### src/h264fua_pkg.sv
// Shared types and constants for the H.264 RTP FU-A packetizer.
`default_nettype none

package h264fua_pkg;

   // Limits and field widths
   localparam int MAX_NAL_BYTES = 1048575;
   localparam int SIZE_W        = 20;
   localparam int PAY_W         = 16;
   localparam int SEQ_W         = 16;
   localparam int STAMP_W       = 32;

   // NAL header bits and FU-A codes
   localparam logic [7:0] NRI_MASK  = 8'h60;
   localparam logic [7:0] TYPE_MASK = 8'h1F;
   localparam logic [7:0] S_BIT     = 8'h80;
   localparam logic [7:0] E_BIT     = 8'h40;
   localparam logic [4:0] FU_A_TYPE = 5'd28;
   localparam logic [4:0] TYPE_SPS  = 5'd7;
   localparam logic [4:0] TYPE_PPS  = 5'd8;

   // Register reset values: 1400 byte payload, 90 kHz clock at 25 fps
   localparam logic [PAY_W-1:0]   MAX_PAYLOAD_RST = 16'd1400;
   localparam logic [STAMP_W-1:0] STAMP_STEP_RST  = STAMP_W'(90000 / 25);

   // Register indexes
   localparam int CSR_IDX_W = 4;
   localparam logic [CSR_IDX_W-1:0] CSR_MAX_PAYLOAD = 4'd0;
   localparam logic [CSR_IDX_W-1:0] CSR_STAMP_STEP  = 4'd1;

   // Result queue
   localparam int QUEUE_DEPTH = 4;
   localparam int QPTR_W      = 2;
   localparam int MAX_PUSH    = 3;

   // One result byte with its packet marks
   typedef struct packed {
      logic               last_of_item;
      logic [STAMP_W-1:0] time_stamp;
      logic [SEQ_W-1:0]   seq_number;
      logic               packet_end;
      logic               packet_start;
      logic [7:0]         out_byte;
   } rsp_type;

   // Up to three results written in one cycle
   typedef struct packed {
      logic [1:0]               push_count;
      rsp_type [MAX_PUSH-1:0]   entry;
   } push_type;

endpackage

`default_nettype wire

### src/h264fua_res_queue.sv
// Four-entry result queue: takes up to three results a cycle, gives one.
`default_nettype none

module h264fua_res_queue
   import h264fua_pkg::*;
(
   input  wire logic     clock,
   input  wire logic     reset,
   input  wire push_type push,
   output logic          room,
   output logic          head_valid,
   output rsp_type       head,
   input  wire logic     head_ready
);

   rsp_type            mem_ff [QUEUE_DEPTH];
   logic [QPTR_W-1:0]  wr_ptr_ff, wr_ptr_in;
   logic [QPTR_W-1:0]  rd_ptr_ff, rd_ptr_in;
   logic [QPTR_W:0]    count_ff, count_in;
   logic               pop;
   logic [QPTR_W:0]    count_after_pop;

   // Head of queue
   assign head_valid      = (count_ff != '0);
   assign head            = mem_ff[rd_ptr_ff];
   assign pop             = head_valid & head_ready;
   assign count_after_pop = count_ff - (QPTR_W+1)'(pop);
   // Room for a full three-result request after this cycle's pop
   assign room            = (count_after_pop <= (QPTR_W+1)'(QUEUE_DEPTH - MAX_PUSH));

   // Pointer and count update
   always_comb begin
      wr_ptr_in = wr_ptr_ff + QPTR_W'(push.push_count);
      rd_ptr_in = rd_ptr_ff + QPTR_W'(pop);
      count_in  = count_after_pop + (QPTR_W+1)'(push.push_count);
   end

   always_ff @(posedge clock) begin
      if (reset) begin
         wr_ptr_ff <= '0;
         rd_ptr_ff <= '0;
         count_ff  <= '0;
      end else begin
         wr_ptr_ff <= wr_ptr_in;
         rd_ptr_ff <= rd_ptr_in;
         count_ff  <= count_in;
      end
   end

   // Entry storage, written at consecutive slots
   always_ff @(posedge clock) begin
      for (int i = 0; i < MAX_PUSH; i++) begin
         if (i < int'(push.push_count)) begin
            mem_ff[wr_ptr_ff + QPTR_W'(i)] <= push.entry[i];
         end
      end
   end

endmodule

`default_nettype wire

### src/h264_rtp_fua_packetizer_core.sv
// A request waits in the input register until the result queue has room, then it is
// packetized; its results are written into the result queue and offered on rsp_tvalid.
// One NAL byte per cycle while the queue has room; the first data byte of each FU-A
// fragment yields three results (indicator, FU header, data), so the four-entry result
// queue holds the input at each fragment start until it has room again.
// Reset clears sequence, timestamp and fragment state; registers return to 1400 / 3600.
`default_nettype none

module h264_rtp_fua_packetizer_core
   import h264fua_pkg::*;
(
   input  wire logic                 clock,
   input  wire logic                 reset,
   // request: [7:0] nal_byte, [27:8] nal_size, [31:28] zero
   input  wire logic                 req_tvalid,
   output logic                      req_tready,
   input  wire logic [31:0]          req_tdata,
   input  wire logic                 req_tuser,   // nal_first
   // result: [7:0] out_byte, [23:8] seq_number, [55:24] time_stamp,
   //         [56] last_of_item, [63:57] zero
   output logic                      rsp_tvalid,
   input  wire logic                 rsp_tready,
   output logic [63:0]               rsp_tdata,
   output logic                      rsp_tuser,   // packet_start
   output logic                      rsp_tlast,   // packet_end
   // register writes
   input  wire logic                 csr_valid,
   output logic                      csr_ready,
   input  wire logic [CSR_IDX_W-1:0] csr_index,
   input  wire logic [31:0]          csr_data
);

   // Configuration
   logic [PAY_W-1:0]   max_payload_ff;
   logic [STAMP_W-1:0] stamp_step_ff;

   // Input register
   logic               in_valid_ff;
   logic [7:0]         in_byte_ff;
   logic               in_first_ff;
   logic [SIZE_W-1:0]  in_size_ff;

   // Packetizer state
   logic [SEQ_W-1:0]   seq_ff, seq_in;
   logic [STAMP_W-1:0] stamp_ff, stamp_in;
   logic [7:0]         header_ff, header_in;
   logic [SIZE_W-1:0]  bytes_left_ff, bytes_left_in;
   logic [PAY_W-1:0]   fill_ff, fill_in;
   logic               fragmenting_ff, fragmenting_in;
   logic               first_frag_ff, first_frag_in;

   // Working values
   logic               req_fire;
   logic               room;
   logic               proc_go;
   logic [PAY_W-1:0]   lim;
   logic [SIZE_W-1:0]  size_sat;
   logic [SIZE_W:0]    rem;
   logic [SIZE_W:0]    len_min;
   logic [SIZE_W:0]    frag_len;
   logic [PAY_W:0]     fill_next;
   logic               frag_ends;
   logic               frag_last;
   logic [STAMP_W-1:0] stamp_sum;
   logic               abandon;
   logic [SEQ_W-1:0]   seq_mid;
   logic               hdr_keeps_stamp;
   logic               new_keeps_stamp;
   logic [7:0]         fu_indicator;
   logic [7:0]         fu_header;
   push_type           push;
   rsp_type            head;

   assign csr_ready = 1'b1;

   // Register writes
   always_ff @(posedge clock) begin
      if (reset) begin
         max_payload_ff <= MAX_PAYLOAD_RST;
         stamp_step_ff  <= STAMP_STEP_RST;
      end else if (csr_valid) begin
         case (csr_index)
            CSR_MAX_PAYLOAD: max_payload_ff <= csr_data[PAY_W-1:0];
            CSR_STAMP_STEP:  stamp_step_ff  <= csr_data;
            default: ;
         endcase
      end
   end

   // Input register: refilled when empty or when its request is processed
   assign proc_go    = in_valid_ff & room;
   assign req_tready = ~in_valid_ff | proc_go;
   assign req_fire   = req_tvalid & req_tready;

   always_ff @(posedge clock) begin
      if (reset) begin
         in_valid_ff <= 1'b0;
      end else begin
         in_valid_ff <= req_fire | (in_valid_ff & ~proc_go);
      end
   end

   always_ff @(posedge clock) begin
      if (req_fire) begin
         in_byte_ff  <= req_tdata[7:0];
         in_first_ff <= req_tuser;
         in_size_ff  <= req_tdata[27:8];
      end
   end

   // Fragment sizing for the current byte
   always_comb begin
      lim      = (max_payload_ff == '0) ? PAY_W'(1) : max_payload_ff;
      size_sat = (in_size_ff == '0) ? SIZE_W'(1) : in_size_ff;
      if (int'(size_sat) > MAX_NAL_BYTES) begin
         size_sat = SIZE_W'(MAX_NAL_BYTES);
      end
      rem       = {1'b0, bytes_left_ff} + (SIZE_W+1)'(fill_ff);
      len_min   = (rem < (SIZE_W+1)'(lim)) ? rem : (SIZE_W+1)'(lim);
      // first fragment gives up a byte so S and E share a fragment only when it holds one byte
      frag_len  = (first_frag_ff && len_min == rem && len_min >= (SIZE_W+1)'(2))
                  ? len_min - (SIZE_W+1)'(1) : len_min;
      fill_next = (PAY_W+1)'(fill_ff) + (PAY_W+1)'(1);
      frag_ends = ((SIZE_W+1)'(fill_next) >= frag_len);
      frag_last = (frag_len == rem);
      stamp_sum = stamp_ff + stamp_step_ff;
      abandon   = (bytes_left_ff != '0) && (!fragmenting_ff || fill_ff != '0);
      seq_mid   = seq_ff + SEQ_W'(abandon);
      hdr_keeps_stamp = (header_ff[4:0] == TYPE_SPS) || (header_ff[4:0] == TYPE_PPS);
      new_keeps_stamp = (in_byte_ff[4:0] == TYPE_SPS) || (in_byte_ff[4:0] == TYPE_PPS);
      fu_indicator = (header_ff & NRI_MASK) | {3'b000, FU_A_TYPE};
      fu_header    = (header_ff & TYPE_MASK)
                   | (first_frag_ff ? S_BIT : 8'h00)
                   | (frag_last ? E_BIT : 8'h00);
   end

   // Packetizer: state update and results for one request
   always_comb begin
      seq_in         = seq_ff;
      stamp_in       = stamp_ff;
      header_in      = header_ff;
      bytes_left_in  = bytes_left_ff;
      fill_in        = fill_ff;
      fragmenting_in = fragmenting_ff;
      first_frag_in  = first_frag_ff;
      push           = '0;

      if (proc_go) begin
         if (in_first_ff) begin
            // new NAL: abandon any open one, then single packet or fragment
            seq_in        = seq_mid;
            header_in     = in_byte_ff;
            bytes_left_in = size_sat - SIZE_W'(1);
            fill_in       = '0;
            if (size_sat <= SIZE_W'(lim)) begin
               fragmenting_in = 1'b0;
               first_frag_in  = 1'b0;
               push.push_count              = 2'd1;
               push.entry[0].out_byte       = in_byte_ff;
               push.entry[0].packet_start   = 1'b1;
               push.entry[0].packet_end     = (size_sat == SIZE_W'(1));
               push.entry[0].seq_number     = seq_mid;
               push.entry[0].time_stamp     = stamp_ff;
               push.entry[0].last_of_item   = 1'b1;
               if (size_sat == SIZE_W'(1)) begin
                  seq_in = seq_mid + SEQ_W'(1);
                  if (!new_keeps_stamp) begin
                     stamp_in = stamp_sum;
                  end
               end
            end else begin
               fragmenting_in = 1'b1;
               first_frag_in  = 1'b1;
            end
         end else if (bytes_left_ff == '0) begin
            // stray byte outside a NAL
         end else if (!fragmenting_ff) begin
            // body byte of a single-packet NAL
            bytes_left_in = bytes_left_ff - SIZE_W'(1);
            push.push_count              = 2'd1;
            push.entry[0].out_byte       = in_byte_ff;
            push.entry[0].packet_start   = 1'b0;
            push.entry[0].packet_end     = (bytes_left_ff == SIZE_W'(1));
            push.entry[0].seq_number     = seq_ff;
            push.entry[0].time_stamp     = stamp_ff;
            push.entry[0].last_of_item   = 1'b1;
            if (bytes_left_ff == SIZE_W'(1)) begin
               seq_in = seq_ff + SEQ_W'(1);
               if (!hdr_keeps_stamp) begin
                  stamp_in = stamp_sum;
               end
            end
         end else begin
            // fragment data byte, preceded by FU indicator and header at fragment start
            if (fill_ff == '0) begin
               push.push_count              = 2'd3;
               push.entry[0].out_byte       = fu_indicator;
               push.entry[0].packet_start   = 1'b1;
               push.entry[0].packet_end     = 1'b0;
               push.entry[0].seq_number     = seq_ff;
               push.entry[0].time_stamp     = stamp_ff;
               push.entry[0].last_of_item   = 1'b0;
               push.entry[1].out_byte       = fu_header;
               push.entry[1].packet_start   = 1'b0;
               push.entry[1].packet_end     = 1'b0;
               push.entry[1].seq_number     = seq_ff;
               push.entry[1].time_stamp     = stamp_ff;
               push.entry[1].last_of_item   = 1'b0;
               push.entry[2].out_byte       = in_byte_ff;
               push.entry[2].packet_start   = 1'b0;
               push.entry[2].packet_end     = frag_ends;
               push.entry[2].seq_number     = seq_ff;
               push.entry[2].time_stamp     = stamp_ff;
               push.entry[2].last_of_item   = 1'b1;
            end else begin
               push.push_count              = 2'd1;
               push.entry[0].out_byte       = in_byte_ff;
               push.entry[0].packet_start   = 1'b0;
               push.entry[0].packet_end     = frag_ends;
               push.entry[0].seq_number     = seq_ff;
               push.entry[0].time_stamp     = stamp_ff;
               push.entry[0].last_of_item   = 1'b1;
            end
            fill_in       = fill_next[PAY_W-1:0];
            bytes_left_in = bytes_left_ff - SIZE_W'(1);
            if (frag_ends) begin
               seq_in        = seq_ff + SEQ_W'(1);
               fill_in       = '0;
               first_frag_in = 1'b0;
               if (bytes_left_ff == SIZE_W'(1)) begin
                  fragmenting_in = 1'b0;
                  stamp_in       = stamp_sum;
               end
            end
         end
      end
   end

   always_ff @(posedge clock) begin
      if (reset) begin
         seq_ff         <= '0;
         stamp_ff       <= '0;
         header_ff      <= '0;
         bytes_left_ff  <= '0;
         fill_ff        <= '0;
         fragmenting_ff <= 1'b0;
         first_frag_ff  <= 1'b0;
      end else begin
         seq_ff         <= seq_in;
         stamp_ff       <= stamp_in;
         header_ff      <= header_in;
         bytes_left_ff  <= bytes_left_in;
         fill_ff        <= fill_in;
         fragmenting_ff <= fragmenting_in;
         first_frag_ff  <= first_frag_in;
      end
   end

   // Result queue
   h264fua_res_queue u_res_queue (
      .clock      (clock),
      .reset      (reset),
      .push       (push),
      .room       (room),
      .head_valid (rsp_tvalid),
      .head       (head),
      .head_ready (rsp_tready)
   );

   assign rsp_tdata = {7'b0, head.last_of_item, head.time_stamp, head.seq_number,
                       head.out_byte};
   assign rsp_tuser = head.packet_start;
   assign rsp_tlast = head.packet_end;

endmodule

`default_nettype wire

### config.mk
export PLATFORM = sky130hd
export DESIGN_NAME = h264_rtp_fua_packetizer_core
export DESIGN_NICKNAME = d
export VERILOG_FILES = /design/src/h264fua_pkg.sv /design/src/h264fua_res_queue.sv /design/src/h264_rtp_fua_packetizer_core.sv
export SDC_FILE = /design/constraint.sdc
export NUM_CORES = 1
export LEC_CHECK = 0
export BUFFER_PORTS_ARGS = -buffer_cell sky130_fd_sc_hd__buf_2
export CORE_MARGIN = 2
export CORE_UTILIZATION = 30
export CTS_CLUSTER_DIAMETER = 30
export CTS_CLUSTER_SIZE = 40
export DETAILED_ROUTE_END_ITERATION = 10
export PLACE_DENSITY = 0.56
export SYNTH_ARGS = -nofsm -noshare
export SYNTH_HDL_FRONTEND = slang
export SYNTH_SLANG_ARGS = --single-unit
export TNS_END_PERCENT = 1
### constraint.sdc
create_clock -name clock -period 23.6 [get_ports clock]
set_input_delay 4.72 -clock clock [delete_from_list [all_inputs] [get_ports clock]]
set_output_delay 4.72 -clock clock [all_outputs]
set_load 0.01 [all_outputs]
### After elaboration in Yosys (flattened, before gate mapping)

Memory sizes are Yosys's and may differ from the RTL's. A register that Yosys moved wholly into a read port is not among the register bits.
Index checks and enable logic that the tools add are counted.

| storage, ports and cells | value |
|---|---|
| register bits after elaboration | 178 |
| latch bits | 0 |
| bits in writable memories | 236 |
| memory bits (read-only) | 0 |
| input port bits | 74 |
| output and inout port bits | 69 |
| word-level logic and storage cells | 151 |
| memories kept | 1 |

| operators by class | value |
|---|---|
| add/subtract/negate cells | 15 |
| $mul | 0 |
| div/mod/pow operators | 0 |
| magnitude comparators | 8 |
| equality and inequality tests | 16 |
| shift-type cells | 0 |
| muxes and demuxes | 59 |
| bitwise operators | 10 |
| reduce and logical (&&, ||, !) cells | 26 |

Memory list:

| name | depth | width | rd ports | clocked after memory_dff | write ports | line | text |
|---|---|---|---|---|---|---|---|
| u_res_queue.mem_ff | 4 | 59 | 1 | 1 | 3 | h264fua_res_queue.sv:16 | `rsp_type mem_ff [QUEUE_DEPTH];` |

Operator list:

| cell | number |
|---|---|
| 179-bit two-way mux | 2 |
| 118-bit two-way mux | 3 |
| 32-bit two-way mux | 10 |
| 59-bit two-way mux | 4 |
| 16-bit two-way mux | 12 |
| 20-bit two-way mux | 3 |
| 21-bit == test | 2 |
| 21-bit two-way mux | 2 |
| 20-bit by 1-bit == test with 1-bit output (second input constant) | 2 |
| 20-bit logical NOT | 2 |
| 20-bit by 1-bit subtractor with 20-bit output (second input constant) | 2 |
| 16-bit by 1-bit adder with 16-bit output (second input constant) | 2 |
| 32-bit adder | 1 |
| 16-bit logical NOT | 2 |
| 20-bit by 16-bit adder with 21-bit output | 1 |
| 17-bit by 21-bit greater-or-equal comparator with 1-bit output | 1 |
| 21-bit by 2-bit greater-or-equal comparator with 1-bit output (second input constant) | 1 |
| 21-bit by 16-bit < comparator with 1-bit output | 1 |
| 21-bit by 1-bit subtractor with 21-bit output (second input constant) | 1 |
| 20-bit by 16-bit less-or-equal comparator with 1-bit output | 1 |
| 20-bit nonzero test | 1 |
| 16-bit by 1-bit adder with 17-bit output (second input constant) | 1 |
| 1-bit two-way mux | 17 |
| 16-bit by 1-bit adder with 16-bit output | 1 |
| other kinds (35) | 59 |

### Longest topological paths before layout

Gate-level depths: netlist (run 1).

| depth | value |
|---|---|
| word-level depth | 19 |
| depth in mapped cells | 40 |
| gate-level depth less buffers | 38 |

### Modules after synthesis

From an unflattened synthesis (run 1), not the netlist that was laid out.

| unflattened totals | value |
|---|---|
| cells, all modules | 3,323 |
| area, all modules | 28,112.0 µm² |

By module, submodules not included:

| module | instances | cells an instance | area an instance (µm²) | sequential area each (µm²) |
|---|---|---|---|---|
| h264_rtp_fua_packetizer_core | 1 | 1,906 | 14,357.5 | 3,713.6 |
| h264fua_res_queue | 1 | 1,417 | 13,754.4 | 7,226.9 |

### Worst setup path before layout (run 1)

OpenSTA, ideal clock, no wires.

| timing path | value |
|---|---|
| path kind | input-to-output |
| start | input port rsp_tready |
| end | output port req_tready |
| arrival time | 5.676 ns |
| required time | 18.880 ns |
| setup slack | 13.204 ns |
| stages on the path | 6 |
| buffers on the path | 0 |
| cells stage by stage | and2_1 -> ha_1 -> ha_1 -> xnor2_1 -> nand2_1 -> nand2_1 |

| on the way | value |
|---|---|
| word-level cells in the longest chain between the ends | 5 |

RTL lines:

| item | line | text |
|---|---|---|
| from (decl) | h264_rtp_fua_packetizer_core.sv:22 | `input wire logic rsp_tready,` |
| 1-bit bitwise AND | h264fua_res_queue.sv:26 | `assign pop = head_valid & head_ready;` |
| 3-bit by 1-bit subtractor with 3-bit output | h264fua_res_queue.sv:27 | `assign count_after_pop = count_ff - (QPTR_W+1)'(pop);` |
| 3-bit by 1-bit less-or-equal comparator with 1-bit output | h264fua_res_queue.sv:29 | `assign room = (count_after_pop <= (QPTR_W+1)'(QUEUE_DEPTH - MAX_PUSH));` |
| 1-bit bitwise AND | h264_rtp_fua_packetizer_core.sv:91 | `assign proc_go = in_valid_ff & room;` |
| 1-bit bitwise OR | h264_rtp_fua_packetizer_core.sv:92 | `assign req_tready = ~in_valid_ff \| proc_go;` |
| to (decl) | h264_rtp_fua_packetizer_core.sv:16 | `output logic req_tready,` |

Every way passes these cells.

### Worst setup path in the final report (run 1)

Same ends and word-level chain as after synthesis.

==> flow_results.xml, run 1 <==
<?xml version="1.0" encoding="UTF-8"?>
<metrics>
  <group name="outcome">
    <metric name="outcome" unit="">finished clean</metric>
  </group>
  <group name="die">
    <metric name="design.die.area" unit="mm2">0.0858</metric>
    <metric name="die_height" unit="um">293</metric>
    <metric name="io_pins" unit="">143</metric>
    <metric name="die_width" unit="um">293</metric>
    <metric name="start_util" unit="">0.304</metric>
    <metric name="core" unit="mm2">0.0824</metric>
    <metric name="num_rows" unit="">105</metric>
  </group>
  <group name="critical_path">
    <metric name="r2r_end" unit="">seq_ff[15]</metric>
    <metric name="worst_r2r_startpoint" unit="">fill_ff[0]</metric>
    <metric name="cpMaxStageDelayCell" unit="">xnor2_1</metric>
    <metric name="timing.reg2reg.worst_path_depth" unit="">36</metric>
    <metric name="crit_family" unit="">adder cells</metric>
    <metric name="crit_path_end_kind" unit="">primary output</metric>
    <metric name="critPathLaunchType" unit="">input pin</metric>
    <metric name="worst-endpoint-required" unit="ps">18880</metric>
    <metric name="reg2reg_slack" unit="ps">13540</metric>
    <metric name="cp_max_fo" unit="">3</metric>
    <metric name="crit_chain" unit="">buf_2 -&gt; and2_1 -&gt; ha_1 -&gt; ha_1 -&gt; xnor2_1 -&gt; nand2_1 -&gt; nand2_1 -&gt; buf_2</metric>
    <metric name="critPathBufInv" unit="">2</metric>
    <metric name="cp_data_arrival_time" unit="ps">5950</metric>
    <metric name="timing.setup.critical_path_class" unit="">input pin to primary output</metric>
    <metric name="worst_path_max_stage_delay" unit="ps">250</metric>
  </group>
  <group name="routing">
    <metric name="antenna_violating_nets_post_route" unit="">0</metric>
    <metric name="drt_iter0_drc" unit="">1530</metric>
    <metric name="router_iterations_before_antenna_repair" unit="">5</metric>
    <metric name="drcViolationCount" unit="">0</metric>
    <metric name="drt-wirelength-per-cell" unit="um">19.2</metric>
    <metric name="wl" unit="mm">73.5</metric>
    <metric name="detailroute.via_count" unit="">20002</metric>
    <metric name="via_per_inst" unit="">5.23</metric>
  </group>
  <group name="clock_tree">
    <metric name="cts-root-to-sink-buffers" unit="">3</metric>
    <metric name="worst_skew_pair.late_latency" unit="ps">650</metric>
    <metric name="clock_sink_count" unit="">414</metric>
    <metric name="tritoncts" unit="">done</metric>
    <metric name="post_cts_setup_repair_bufs" unit="">0</metric>
    <metric name="htreeDepth" unit="">3</metric>
    <metric name="clk_root_buffer_cell" unit="">clkbuf_16</metric>
    <metric name="cts_inserted_buffers" unit="">96</metric>
    <metric name="post_cts_resize_count" unit="">0</metric>
    <metric name="path_clk_slew" unit="ps">40</metric>
    <metric name="cts-hold-fix-buffers" unit="">0</metric>
  </group>
  <group name="hold_path">
    <metric name="hold_path_class" unit="">flip-flop to flip-flop</metric>
    <metric name="worst_hold_startpoint" unit="">header_ff[6]</metric>
    <metric name="min_path_cells" unit="">2</metric>
    <metric name="min_to" unit="">header_ff[6]</metric>
  </group>
  <group name="run">
    <metric name="timing.max_cap.violations" unit="">0</metric>
  </group>
  <group name="logic_synthesis">
    <metric name="postSynthRegisterBits" unit="">414</metric>
    <metric name="syn-instance-count" unit="">2577</metric>
    <metric name="count_of_flip_flops_with_a_built_in_enable_after_synthesis" unit="">261</metric>
    <metric name="synth_most_common_cell" unit="">nand2_1</metric>
    <metric name="synth_area_leader_cell" unit="">edfxtp_1</metric>
    <metric name="synth.cell_area" unit="mm2">0.0250</metric>
    <metric name="yosysUniqueCellTypes" unit="">101</metric>
    <metric name="synthesis.area_per_instance" unit="um2">9.71</metric>
    <metric name="synth_seq_area_share" unit="">0.435</metric>
    <metric name="postSynth.topFlopCell" unit="">edfxtp_1</metric>
    <metric name="yosys_warnings" unit="">0</metric>
    <metric name="netlist_top_cells_area" unit="">edfxtp_1 (31%), dfxtp_1 (12%), ha_1 (5.6%)</metric>
    <metric name="commonest_cells_in_the_synthesized_netlist" unit="">nand2_1 (278), edfxtp_1 (261), nor2_1 (202)</metric>
    <metric name="synth-async-reset-ratio" unit="">0</metric>
    <metric name="netlist.area_leader.share" unit="">0.313</metric>
  </group>
  <group name="timing">
    <metric name="timing.hold.ws" unit="ps">456</metric>
    <metric name="setup_tns" unit="ps">0</metric>
    <metric name="timing.final.hold_violations" unit="">0</metric>
    <metric name="maxClockFrequency" unit="MHz">93.7</metric>
    <metric name="maxSlewViolCount" unit="">0</metric>
    <metric name="setup_viol" unit="">0</metric>
    <metric name="worst_slew_pin_slew" unit="ps">1040</metric>
    <metric name="timing.final.crit_share" unit="">0.452</metric>
    <metric name="timing.clock.skew" unit="ps">35.8</metric>
    <metric name="finalWorstSetupSlack" unit="ps">12930</metric>
    <metric name="relative_slew_slack" unit="">0.305</metric>
    <metric name="final_critical_path_time_including_i_o_delays_and_setup" unit="ps">10670</metric>
    <metric name="setup_repair_after_global_routing_missed_its_margin" unit="">false</metric>
  </group>
  <group name="placed_design">
    <metric name="detailedPlacementHpwl" unit="mm">51.0</metric>
    <metric name="placement.io_buffers" unit="">130</metric>
    <metric name="dpl_ws" unit="ps">12920</metric>
    <metric name="dpl.cell_count" unit="">3642</metric>
    <metric name="place.gp.congestion" unit="">0.872</metric>
  </group>
  <group name="grt">
    <metric name="first_global_vias" unit="">19363</metric>
    <metric name="grt-ovfl-total" unit="">0</metric>
    <metric name="groute.usage.overall" unit="">0.170</metric>
    <metric name="grt_max_degree" unit="">78</metric>
    <metric name="grt_antenna_before_repair" unit="">14</metric>
    <metric name="grt_pass1_wl" unit="mm">114</metric>
  </group>
  <group name="finish">
    <metric name="final_layout_size_suffix_gt1_frac" unit="">0.158</metric>
    <metric name="final_standard_cell_utilization_of_the_core" unit="">0.363</metric>
    <metric name="area_growth_syn_to_layout" unit="%">19.6</metric>
    <metric name="finish.cell_count_without_fillers" unit="">3824</metric>
    <metric name="finish.net_count" unit="">2860</metric>
  </group>
  <group name="power_and_ir_drop">
    <metric name="leakagePower" unit="nW">10.8</metric>
    <metric name="irDropWorstVdd" unit="mV">0.0837</metric>
    <metric name="power-per-cell-area" unit="mW/mm2">115</metric>
  </group>
</metrics>
==> where the power goes <==
group / leakage, nW / total, W / internal (W) / switching (W)
registers: 3.50 / 0.000910 / 0.000843 / 0.0000665
clock network: 1.57 / 0.00133 / 0.000893 / 0.000439
logic: 5.73 / 0.00120 / 0.000451 / 0.000752
==> cells by family after synthesis <==
kind of cell             after synthesis  share of synthesized area
buffers and inverters                247                     0.0401
adder cells (fa/ha/maj)              116                     0.0589
flip-flops                           414                      0.435
other                                  2                   0.000300
AO/OA/AOI/OAI                        630                      0.163
multiplexers                         109                     0.0732
XOR/XNOR                             121                     0.0445
AND/OR/NAND/NOR                      938                      0.184
==> per-stage QoR <==
| step | power [W] | area, um2 |
|---|---|---|
| after floorplan | 0.00175 | 25100 |
| after global placement | 0.00211 | 26600 |
| after detailed placement | 0.00211 | 26600 |
| after CTS | 0.00346 | 29900 |
| after global routing | 0.00363 | 29900 |
| final | 0.00344 | 29900 |
==> state kept, by name (all words and copies together) (netlist names), 2 cells and up <==
register	cells
bytes_left_ff	20
fill_ff	16
header_ff	7
in_byte_ff	8
in_size_ff	20
max_payload_ff	16
seq_ff	16
stamp_ff	32
stamp_step_ff	32
u_res_queue.count_ff	3
u_res_queue.mem_ff	236
u_res_queue.rd_ptr_ff	2
u_res_queue.wr_ptr_ff	2
==> tightest hold or removal path: cells and delay by family (launching register included) <==
family | cells | cell delay [ps]
flops | 1 | 300
simple gates | 1 | 50
compound gates | 1 | 50
==> layout by cell type, fill, tap and decap left out, drive strengths merged, types with 52 or more instances in the layout <==
cell,Yosys,layout
and2,84,84
ha,113,113
clkbuf,141,122
nor2b,78,78
xnor2,78,78
edfxtp,261,261
o21ai,138,138
dfxtp,153,153
nand3,52,52
a21oi,198,198
inv,72,78
nor3,78,78
buf,33,163
mux4,59,59
nor2,202,202
nand2,279,279
==> worst max path at each step <==
stage / endpoint / startpoint / cells past startpoint / slack (ps)
final: req_tready / rsp_tready / 8 / 12930
after global routing: req_tready / rsp_tready / 8 / 12790
after CTS: req_tready / rsp_tready / 8 / 12910
after detailed placement: req_tready / rsp_tready / 8 / 12920
after global placement: req_tready / rsp_tready / 8 / 12920
after floorplan: req_tready / rsp_tready / 6 / 13200
==> per-layer routing <==
| metal | vias up | wire length [um] | share of wire | GRT usage |
|---|---|---|---|---|
| met5 | - | 104 | 0.0014 | 0 |
| met2 | 608 | 33100 | 0.45 | 0.264 |
| met1 | 9524 | 33300 | 0.45 | 0.231 |
| li1 | 9687 | - | - | - |
| met4 | 18 | 2360 | 0.032 | 0.0675 |
| met3 | 165 | 4730 | 0.064 | 0.0358 |
==> area by class of cell <==
| cell class | count | area (um2) |
|---|---|---|
| diodes | 1 | 2.50 |
| clock buffers | 122 | 2600 |
| clock inverters | 59 | 698 |
| fillers | 8105 | 52400 |
| inverters | 73 | 274 |
| multi-input cells | 1922 | 13200 |
| flip-flops and latches | 414 | 10900 |
| well taps | 1070 | 1340 |
| repair buffers | 163 | 901 |
(Power assumes the default switching activity.)
==> inputs of run 2 (changes only) <==
ABC_AREA = 1   (was default)
clock period = 10.4 ns   (was 23.6 ns; I/O delays follow)
==> run 2 against run 1 <==
  * Flip-flop and latch count stayed put
  * Clock-buffer cell count is 19 lower
  * Clock power is 120% higher
  * Highest routed layer is now met4
  * Setup slack worse by 12000 ps
  * Die area is 6.3% higher
  * Sequential share of layout area is 1.7 points lower
==> flow_results.xml, run 2 <==
<?xml version="1.0" encoding="UTF-8"?>
<metrics>
  <group name="logic_synthesis">
    <metric name="count_of_flip_flops_with_a_built_in_enable_after_synthesis" unit="">261</metric>
    <metric name="synth_most_common_cell" unit="">nand2_1</metric>
    <metric name="synth-async-reset-ratio" unit="">0</metric>
    <metric name="syn-instance-count" unit="">3585</metric>
    <metric name="yosysUniqueCellTypes" unit="">57</metric>
    <metric name="synth_seq_area_share" unit="">0.409</metric>
    <metric name="postSynthRegisterBits" unit="">414</metric>
    <metric name="yosys_warnings" unit="">0</metric>
    <metric name="netlist.area_leader.share" unit="">0.294</metric>
    <metric name="synthesis.area_per_instance" unit="um2">7.43</metric>
    <metric name="postSynth.topFlopCell" unit="">edfxtp_1</metric>
    <metric name="commonest_cells_in_the_synthesized_netlist" unit="">nand2_1 (787), o21ai_0 (428), nor2_1 (410)</metric>
    <metric name="netlist_top_cells_area" unit="">edfxtp_1 (29%), dfxtp_1 (12%), nand2_1 (11%)</metric>
    <metric name="synth.cell_area" unit="mm2">0.0266</metric>
    <metric name="synth_area_leader_cell" unit="">edfxtp_1</metric>
  </group>
  <group name="grt">
    <metric name="grt_pass1_wl" unit="mm">141</metric>
    <metric name="grt_max_degree" unit="">71</metric>
    <metric name="first_global_vias" unit="">23619</metric>
    <metric name="grt-ovfl-total" unit="">0</metric>
    <metric name="grt_antenna_before_repair" unit="">2</metric>
    <metric name="groute.usage.overall" unit="">0.203</metric>
  </group>
  <group name="critical_path">
    <metric name="cp_max_fo" unit="">70</metric>
    <metric name="crit_family" unit="">simple AND/OR/NAND/NOR gates</metric>
    <metric name="critPathLaunchType" unit="">flip-flop</metric>
    <metric name="worst_path_max_stage_delay" unit="ps">610</metric>
    <metric name="critPathBufInv" unit="">3</metric>
    <metric name="crit_path_end_kind" unit="">flip-flop</metric>
    <metric name="timing.setup.critical_path_class" unit="">flip-flop to flip-flop</metric>
    <metric name="cp_data_arrival_time" unit="ps">9550</metric>
    <metric name="cpMaxStageDelayCell" unit="">nand3_4</metric>
    <metric name="critical_path.most_common_cell" unit="">nand2_1</metric>
    <metric name="worst-endpoint-required" unit="ps">10910</metric>
  </group>
  <group name="clock_tree">
    <metric name="htreeDepth" unit="">3</metric>
    <metric name="tritoncts" unit="">done</metric>
    <metric name="path_clk_slew" unit="ps">50</metric>
    <metric name="clk_root_buffer_cell" unit="">clkbuf_16</metric>
    <metric name="post_cts_resize_count" unit="">0</metric>
    <metric name="post_cts_setup_repair_bufs" unit="">0</metric>
    <metric name="cts-root-to-sink-buffers" unit="">3</metric>
    <metric name="worst_skew_pair.late_latency" unit="ps">660</metric>
    <metric name="cts-hold-fix-buffers" unit="">0</metric>
    <metric name="cts_inserted_buffers" unit="">88</metric>
    <metric name="clock_sink_count" unit="">414</metric>
  </group>
  <group name="finish">
    <metric name="reg_top3" unit="">u_res_queue.mem_ff x236, stamp_ff x32, stamp_step_ff x32</metric>
    <metric name="antenna_diode_count" unit="">0</metric>
    <metric name="largest_register_ffs" unit="">236</metric>
    <metric name="finish.cell_count_without_fillers" unit="">4897</metric>
    <metric name="finish.net_count" unit="">3846</metric>
    <metric name="mostFrequentLayoutCells" unit="">nand2_1 (784), o21ai_0 (426), nor2_1 (402)</metric>
    <metric name="area_growth_syn_to_layout" unit="%">18.0</metric>
    <metric name="num-fill-cells" unit="">9192</metric>
    <metric name="mostFrequentLayoutCell" unit="">nand2_1</metric>
    <metric name="max_flop_register" unit="">u_res_queue.mem_ff</metric>
    <metric name="final_layout_size_suffix_gt1_frac" unit="">0.108</metric>
  </group>
  <group name="placed_design">
    <metric name="place.gp.congestion" unit="">0.938</metric>
    <metric name="detailedPlacementHpwl" unit="mm">65.2</metric>
    <metric name="placement.io_buffers" unit="">130</metric>
    <metric name="dpl_ws" unit="ps">1560</metric>
    <metric name="dpl.cell_count" unit="">4731</metric>
  </group>
  <group name="timing">
    <metric name="setup_tns" unit="ps">0</metric>
    <metric name="timing.final.crit_share" unit="">0.869</metric>
    <metric name="relative_slew_slack" unit="">0.326</metric>
    <metric name="maxSlewViolCount" unit="">0</metric>
    <metric name="timing.clock.skew" unit="ps">39.9</metric>
    <metric name="maxClockFrequency" unit="MHz">111</metric>
    <metric name="worst_slew_pin_slew" unit="ps">1010</metric>
    <metric name="final_critical_path_time_including_i_o_delays_and_setup" unit="ps">9040</metric>
    <metric name="setup_repair_after_global_routing_missed_its_margin" unit="">false</metric>
    <metric name="finalWorstSetupSlack" unit="ps">1360</metric>
    <metric name="setup_viol" unit="">0</metric>
    <metric name="timing.final.hold_violations" unit="">0</metric>
  </group>
  <group name="routing">
    <metric name="detailroute.via_count" unit="">25338</metric>
    <metric name="via_per_inst" unit="">5.17</metric>
    <metric name="antenna_violating_nets_post_route" unit="">0</metric>
    <metric name="drt_iter0_drc" unit="">2278</metric>
    <metric name="drcViolationCount" unit="">0</metric>
    <metric name="drt-wirelength-per-cell" unit="um">19.4</metric>
    <metric name="router_iterations_before_antenna_repair" unit="">6</metric>
    <metric name="wl_met3" unit="mm">6.85</metric>
    <metric name="route.layer.met1.wl" unit="mm">42.7</metric>
    <metric name="detailroute.wirelength.met2" unit="mm">42.1</metric>
    <metric name="maxUsedRoutingLayer" unit="">met4</metric>
    <metric name="wl" unit="mm">94.9</metric>
  </group>
  <group name="run">
    <metric name="timing.max_cap.violations" unit="">0</metric>
  </group>
  <group name="die">
    <metric name="io_pins" unit="">143</metric>
    <metric name="design.die.area" unit="mm2">0.0912</metric>
    <metric name="die_width" unit="um">302</metric>
    <metric name="core" unit="mm2">0.0882</metric>
    <metric name="num_rows" unit="">109</metric>
    <metric name="die_height" unit="um">302</metric>
    <metric name="start_util" unit="">0.302</metric>
  </group>
  <group name="outcome">
    <metric name="outcome" unit="">finished clean</metric>
  </group>
  <group name="power_and_ir_drop">
    <metric name="leakagePower" unit="nW">12.4</metric>
    <metric name="irDropWorstVdd" unit="mV">0.273</metric>
    <metric name="power-per-cell-area" unit="mW/mm2">309</metric>
  </group>
  <group name="hold_path">
    <metric name="hold_path_class" unit="">flip-flop to flip-flop</metric>
  </group>
</metrics>
run 2: changes by cell type after synthesis, moves of 78 or more:
cell / before / now
nand2_1: 278 / 787
o21ai_0: 128 / 428
inv_1: 71 / 329
nor2_1: 202 / 410
nand3_1: 51 / 185
o22ai_1: 7 / 94
and2_1: 83 / 2
nor2b_1: 78 / 0
run 2: worst min-delay path: cells and delay by family, from the launching register on:
kind	cells	cell delay (ps)
flip-flops	1	300
AND/OR/NAND/NOR	1	60
AO/OA/AOI/OAI	1	50
run 2: layout make-up:
cell class	count	area [um2]	area share
clock buffer	103	2330	0.0742
tap	1165	1460	0.0464
inverter	342	1290	0.0410
timing repair buffer	165	913	0.0291
clock inverter	63	778	0.0248
sequential	414	10900	0.347
multi-input combinational	2645	13700	0.437
run 2: logic make-up (layout without fill, tap and decap cells):
| kind of cell | after synthesis | after routing | synth area share |
|---|---|---|---|
| AO/OA/AOI/OAI | 889 | 889 | 0.182 |
| AND/OR/NAND/NOR | 1549 | 1549 | 0.247 |
| other | 2 | 8 | 0.000282 |
| XOR/XNOR | 83 | 83 | 0.0273 |
| adder cells (fa/ha/maj) | 116 | 116 | 0.0553 |
| buffers and inverters | 532 | 673 | 0.0792 |
| flip-flops | 414 | 414 | 0.409 |
run 2: layer usage:
metal	track usage	up-vias
met1	0.278	11769
li1	-	12420
met4	0.0797	0
met5	0	-
met2	0.319	955
met3	0.0325	194
run 2: where the power goes:
group | switching, W | total (W) | internal (W)
Sequential | 0.000262 | 0.00221 | 0.00195
Clock | 0.000978 | 0.00290 | 0.00192
Combinational | 0.00328 | 0.00461 | 0.00133
Total | 0.00452 | 0.00972 | 0.00520
run 2: through the flow:
step                      hold slack, ps   util  instance area, um2  total power [W]
after global routing                 488  0.356               31400           0.0103
final                                465  0.356               31400          0.00972
after global placement               450  0.321               28300          0.00674
after floorplan                      440      -               26700          0.00540
after CTS                            466  0.356               31400          0.00969
after detailed placement             459  0.321               28300          0.00676
run 2: final timing paths:
path / start / endpoint / slack (ps) / depth (start not counted)
hold reg to reg: header_ff[5] / header_ff[5] / 470 / 2
setup reg to reg: fill_ff[8] / seq_ff[15] / 1360 / 40
setup / recovery: fill_ff[8] / seq_ff[15] / 1360 / 40
hold / removal: header_ff[5] / header_ff[5] / 470 / 2
